$ cat src/rtl/nrp_pkg.sv
// ----------------------------------------------------------------------------
// nrp_pkg
// Shared types and constants for the nested region profiler.
// ----------------------------------------------------------------------------
package nrp_pkg;

    localparam int SLOTS = 16;
    localparam int SW = $clog2(SLOTS);
    localparam int PW = SW + 1;
    localparam logic [14:0] FULL_PCT = 15'd25600;

    typedef enum logic [2:0] {
        MODE_OPEN  = 3'd0,
        MODE_CLOSE = 3'd1,
        MODE_REPORT = 3'd2,
        MODE_RST1  = 3'd3,
        MODE_RSTALL = 3'd4
    } mode_t;

    typedef enum logic [2:0] {
        ST_OK       = 3'd0,
        ST_ALREADY  = 3'd1,
        ST_FULL     = 3'd2,
        ST_DISABLED = 3'd3,
        ST_NONE     = 3'd4,
        ST_NOKEY    = 3'd5,
        ST_EMPTY    = 3'd6
    } status_t;

    // Divider request and answer
    typedef struct packed {
        logic        start;
        logic [47:0] num;
        logic [32:0] den;
    } div_req_t;

    typedef struct packed {
        logic        done;
        logic [47:0] quo;
    } div_rsp_t;

endpackage

$ cat src/rtl/nrp_div.sv
// ----------------------------------------------------------------------------
// nrp_div
// Restoring divider, one quotient bit per cycle, 48-bit by 33-bit.
// ----------------------------------------------------------------------------
module nrp_div
    import nrp_pkg::*;
(
    input  logic     clk,
    input  logic     rst_n,
    input  div_req_t req,
    output div_rsp_t rsp
);

    logic [47:0] quo_reg, quo_next;
    logic [32:0] rem_reg, rem_next;
    logic [32:0] den_reg, den_next;
    logic [5:0]  cnt_reg, cnt_next;
    logic        busy_reg, busy_next;
    logic        done_reg, done_next;
    logic [33:0] trial;

    // One shift-subtract step per cycle; done holds until the next start
    always_comb
    begin
        quo_next  = quo_reg;
        rem_next  = rem_reg;
        den_next  = den_reg;
        cnt_next  = cnt_reg;
        busy_next = busy_reg;
        done_next = done_reg;
        trial     = {rem_reg, quo_reg[47]} - {1'b0, den_reg};
        if (req.start)
        begin
            quo_next  = req.num;
            rem_next  = '0;
            den_next  = req.den;
            cnt_next  = 6'd0;
            busy_next = 1'b1;
            done_next = 1'b0;
        end
        else if (busy_reg)
        begin
            if (!trial[33])
            begin
                rem_next = trial[32:0];
                quo_next = {quo_reg[46:0], 1'b1};
            end
            else
            begin
                rem_next = {rem_reg[31:0], quo_reg[47]};
                quo_next = {quo_reg[46:0], 1'b0};
            end
            cnt_next = cnt_reg + 6'd1;
            if (cnt_reg == 6'd47)
            begin
                busy_next = 1'b0;
                done_next = 1'b1;
            end
        end
    end

    always_ff @(posedge clk or negedge rst_n)
    begin
        if (!rst_n)
        begin
            busy_reg <= 1'b0;
            done_reg <= 1'b0;
            cnt_reg  <= '0;
        end
        else
        begin
            busy_reg <= busy_next;
            done_reg <= done_next;
            cnt_reg  <= cnt_next;
        end
    end

    always_ff @(posedge clk)
    begin
        quo_reg <= quo_next;
        rem_reg <= rem_next;
        den_reg <= den_next;
    end

    assign rsp.done = done_reg;
    assign rsp.quo  = quo_reg;

endmodule

$ cat config.mk
export PLATFORM = sky130hd
export DESIGN_NAME = nrp_div
export DESIGN_NICKNAME = d
export VERILOG_FILES = /design/src/rtl/nrp_pkg.sv /design/src/rtl/nrp_div.sv
export SDC_FILE = /design/constraint.sdc
export NUM_CORES = 1
export LEC_CHECK = 0
export BUFFER_PORTS_ARGS = -buffer_cell sky130_fd_sc_hd__buf_2
export CAP_MARGIN = 20
export CORE_AREA = 2 2 109 111
export CTS_CLUSTER_DIAMETER = 50
export DETAILED_ROUTE_END_ITERATION = 16
export DIE_AREA = 0 0 111 113
export PLACE_DENSITY = 0.9
export RECOVER_POWER = 50
export SYNTH_ARGS = -nofsm -noshare
export SYNTH_HDL_FRONTEND = slang
export SYNTH_SLANG_ARGS = --single-unit
export TNS_END_PERCENT = 50
$ cat constraint.sdc
create_clock -name clk -period 6.9 [get_ports clk]
set_input_delay 0.345 -clock clk [delete_from_list [all_inputs] [get_ports clk]]
set_output_delay 0.345 -clock clk [all_outputs]
set_load 0.05 [all_outputs]
==> results.md <==
- Leak pwr: 3.34 nW
- Buf/Inv on CP: 3
- Fmax: 279 MHz
- Maximum vdd drop: 0.280 mV
- CORE AREA: 11300 µm²
- Crit. End Element: register
- Fin Setup TNS: 0 ns
- Least-Margin Pin Slew: 2.66 ns
- Crit Path Category: input port to register
- Post-synth cell types: 62
- Post-CTS Setup Repair Bufs: 0
- H-tree Lvls: 4
- Min Clock Period, post-route: 3.59 ns
- Area share of and/or/nand/nor cells after synthesis: 0.118
- Layout cells sized above 1: 0.235
- N_diodes: 0
- Initial Util: 0.598
- DRT Pass-1 Iters: 5
- RSZ-0062 raised after global routing: false
- Synth Area in XOR/XNOR: 0.0470
- Mapped Cells: 624
- Sw Share: 0.279
- Top post-synthesis cells by area: edfxtp_1 36%, dfxtp_1 9.8%, mux2_2 7.9%
- Initial antenna violation count: 0
- Final period utilization: 0.520
- Hpwl dp: 10700 µm
- DR iter-0 viols: 441
- Compound-cell area share of the yosys netlist: 0.151
- Storage element area: 3290 µm²
- Max cap viols: 1
- Post-DRT Antenna Nets: 0
- Maximum clock path buffer count: 2
- Chip width: 111 µm
- Mean Syn Cell Area: 10.8 µm²
- DP Area: 7470 µm²
- Hold Fails Final Rpt: 0
- Worst R2R Start: den_reg[1]
- Post-synthesis sequential area ratio: 0.489
- Clock power frac: 0.440
- Largest family of logic cells by synthesized area: compound AO/OA/AOI/OAI gates
- Multi-input gate area: 3140 µm²
- DR DRC count: 0
- Worst setup SP type: input port
- CP endpoint: quo_reg[12]
- Status: complete, but fails checks
- Port Buf Inserts: 132
- Post-synthesis mux area share: 0.0830
- CP Data Required Time: 7.00 ns
- Final nets: 871
- Max reg flops: 48
- Row cnt: 39
- CTS tree: done
- Async set-reset flop share out of synthesis: 0.0656
- Reg2Reg Capture Point: rem_reg[10]
- Net switching power: 0.000584 W
- TritonCTS Buffers: 17
- Synth-to-Final Area Change: 19.1%
- Seq cells post-synth: 122
- FILL cells: 771
- Max Slew Vio Count: 57
- Via density: 5.96
- Logic depth of the worst path, buffers included: 4
- Comb power frac: 0.146
- R2R Setup Slk: 3.35 ns
- Post-synth top cells: 81 x edfxtp_1, 77 x nand2_1, 50 x nor2_1, 47 x mux2_2, 44 x inv_1
- Reg2reg path depth: 12
- Pwr Total: 0.00209 W
- GRT Total Usage: 0.272
- Slew headroom: -0.772
- Post-Route WL: 16700 µm
- Fin util: 0.712
- Most numerous cell in the Yosys netlist: edfxtp_1
- First-pass GRT wire length: 27100 µm
- CP startpoint: req[81]
- Critical path cell sequence: clkbuf_1, nor2_1, inv_1, buf_4
- Top FF cell, synth: edfxtp_1
- Routed via count: 5408
- Hold/Removal Path Class: input port to register
- Post-synth top area cell: edfxtp_1
- Placer Congestion: 0.912
- Post-synth EDFFs: 81
- Clock-pin slew on the worst setup and hold paths: 0.06 ns
- Synth Area in Adders: 0.0661
- Top-area cell type share of the netlist area: 0.361
- Largest net degree at the start of global routing: 77
- Final Setup Violations: 0
- Critical path's top delay family: buffers and inverters
- Cell area after synthesis: 6740 µm²
- Worst Path Arrival: 3.69 ns
- # IOs: 133
- Seq pwr share: 0.414
- Worst-path maximum fanout: 56
- YS warnings: 0
- Final instance area: 8020 µm²
- Clock Skews: 0.0116 ns
- Worst-Skew Late Latency: 0.43 ns
- Routed length per instance: 18.4 µm
- CTS root buf: clkbuf_16
- Power density over the cells: 261 nW/µm²
- Die Y: 113 µm
- TritonCTS Sinks: 122
- Vias in the first global route: 5534
- CP max stage delay: 1.85 ns
- Slowest CP cell: clkbuf_1
- Net Count, Synth: 743
- Total Die Area: 12500 µm²
- GR Overflow Total: 0
- Pint: 0.00151 W
- Violations in the final reports: capacitance limit, slew limit
## kinds of logic (layout without fill, tap and decap cells)
| logic type | Yosys count | after routing |
|---|---|---|
| AND/OR/NAND/NOR | 176 | 176 |
| multiplexers | 50 | 50 |
| buffers and inverters | 72 | 213 |
| AO/OA/AOI/OAI | 135 | 135 |
| adder cells (fa/ha/maj) | 35 | 35 |
| XOR/XNOR | 34 | 34 |
| flip-flops | 122 | 122 |
## routing by layer
layer	vias up	track usage	wire, µm
met5	-	0	0
met4	0	0.0967	344
met3	37	0.0953	1220
met2	242	0.480	8680
met1	2589	0.309	6470
li1	2540	-	-
## how the worst min path moves through the flow
| stage | end | cells after the start | slack (ns) | from |
|---|---|---|---|---|
| floorplan | busy_reg | 0 | 0.05 | rst_n |
| global placement | done_reg | 1 | 0.19 | rst_n |
| detailed placement | done_reg | 1 | 0.19 | rst_n |
| CTS | den_reg[31] | 1 | 0.08 | req[31] |
| global route | den_reg[8] | 1 | 0.06 | req[8] |
| finish | den_reg[31] | 1 | 0.09 | req[31] |
## area by class of cell
type	count	area share
Multi-Input combinational cell	430	0.391
Clock buffer	18	0.0547
Clock inverter	14	0.0211
Tap cell	143	0.0223
Inverter	44	0.0206
Timing Repair Buffer	137	0.0794
Sequential cell	122	0.411
## power groups by stage
| stage | logic, W | clock network (W) | registers (W) |
|---|---|---|---|
| after floorplan | 0.000115 | 0 | 0.000978 |
| after global placement | 0.000298 | 0 | 0.000873 |
| after detailed placement | 0.000307 | 0 | 0.000875 |
| after CTS | 0.000312 | 0.000926 | 0.000864 |
| after global routing | 0.000322 | 0.000964 | 0.000870 |
| final | 0.000306 | 0.000921 | 0.000866 |
## timing repair
item	CTS	global route
resized for setup	0	0
setup endpoints to repair	0	0
hold buffers	1	0
endpoints found under the hold margin	8	0
## per-stage QoR
step	cells	setup WS, ns	hold slack [ns]
floorplan	624	3.83	0.0494
global placement	875	3.61	0.191
detailed placement	875	3.49	0.192
CTS	908	3.38	0.0768
global route	908	2.94	0.0647
finish	908	3.31	0.0851
## layout by cell type, fill, tap and decap left out, types with 4 or more instances in the layout
cell type and n:
edfxtp_1 81, buf_2 81, nand2_1 77, clkbuf_1 51
nor2_1 50, mux2_2 47, inv_1 44, ha_1 34
dfxtp_1 33, a21oi_1 25, a311oi_1 24, xnor2_1 20
o21ai_0 19, clkbuf_16 17, a21o_1 15, xor2_1 12
nand3_1 10, o21bai_1 8, nand4_1 7, dfrtp_1 7
o21a_1 6, and3_1 5, nor2b_1 5, o211ai_1 5
nand2b_1 4, nor3_1 4, a31o_2 4, a31oi_1 4
clkinvlp_4 4, buf_4 4
(Power assumes the default switching activity.)
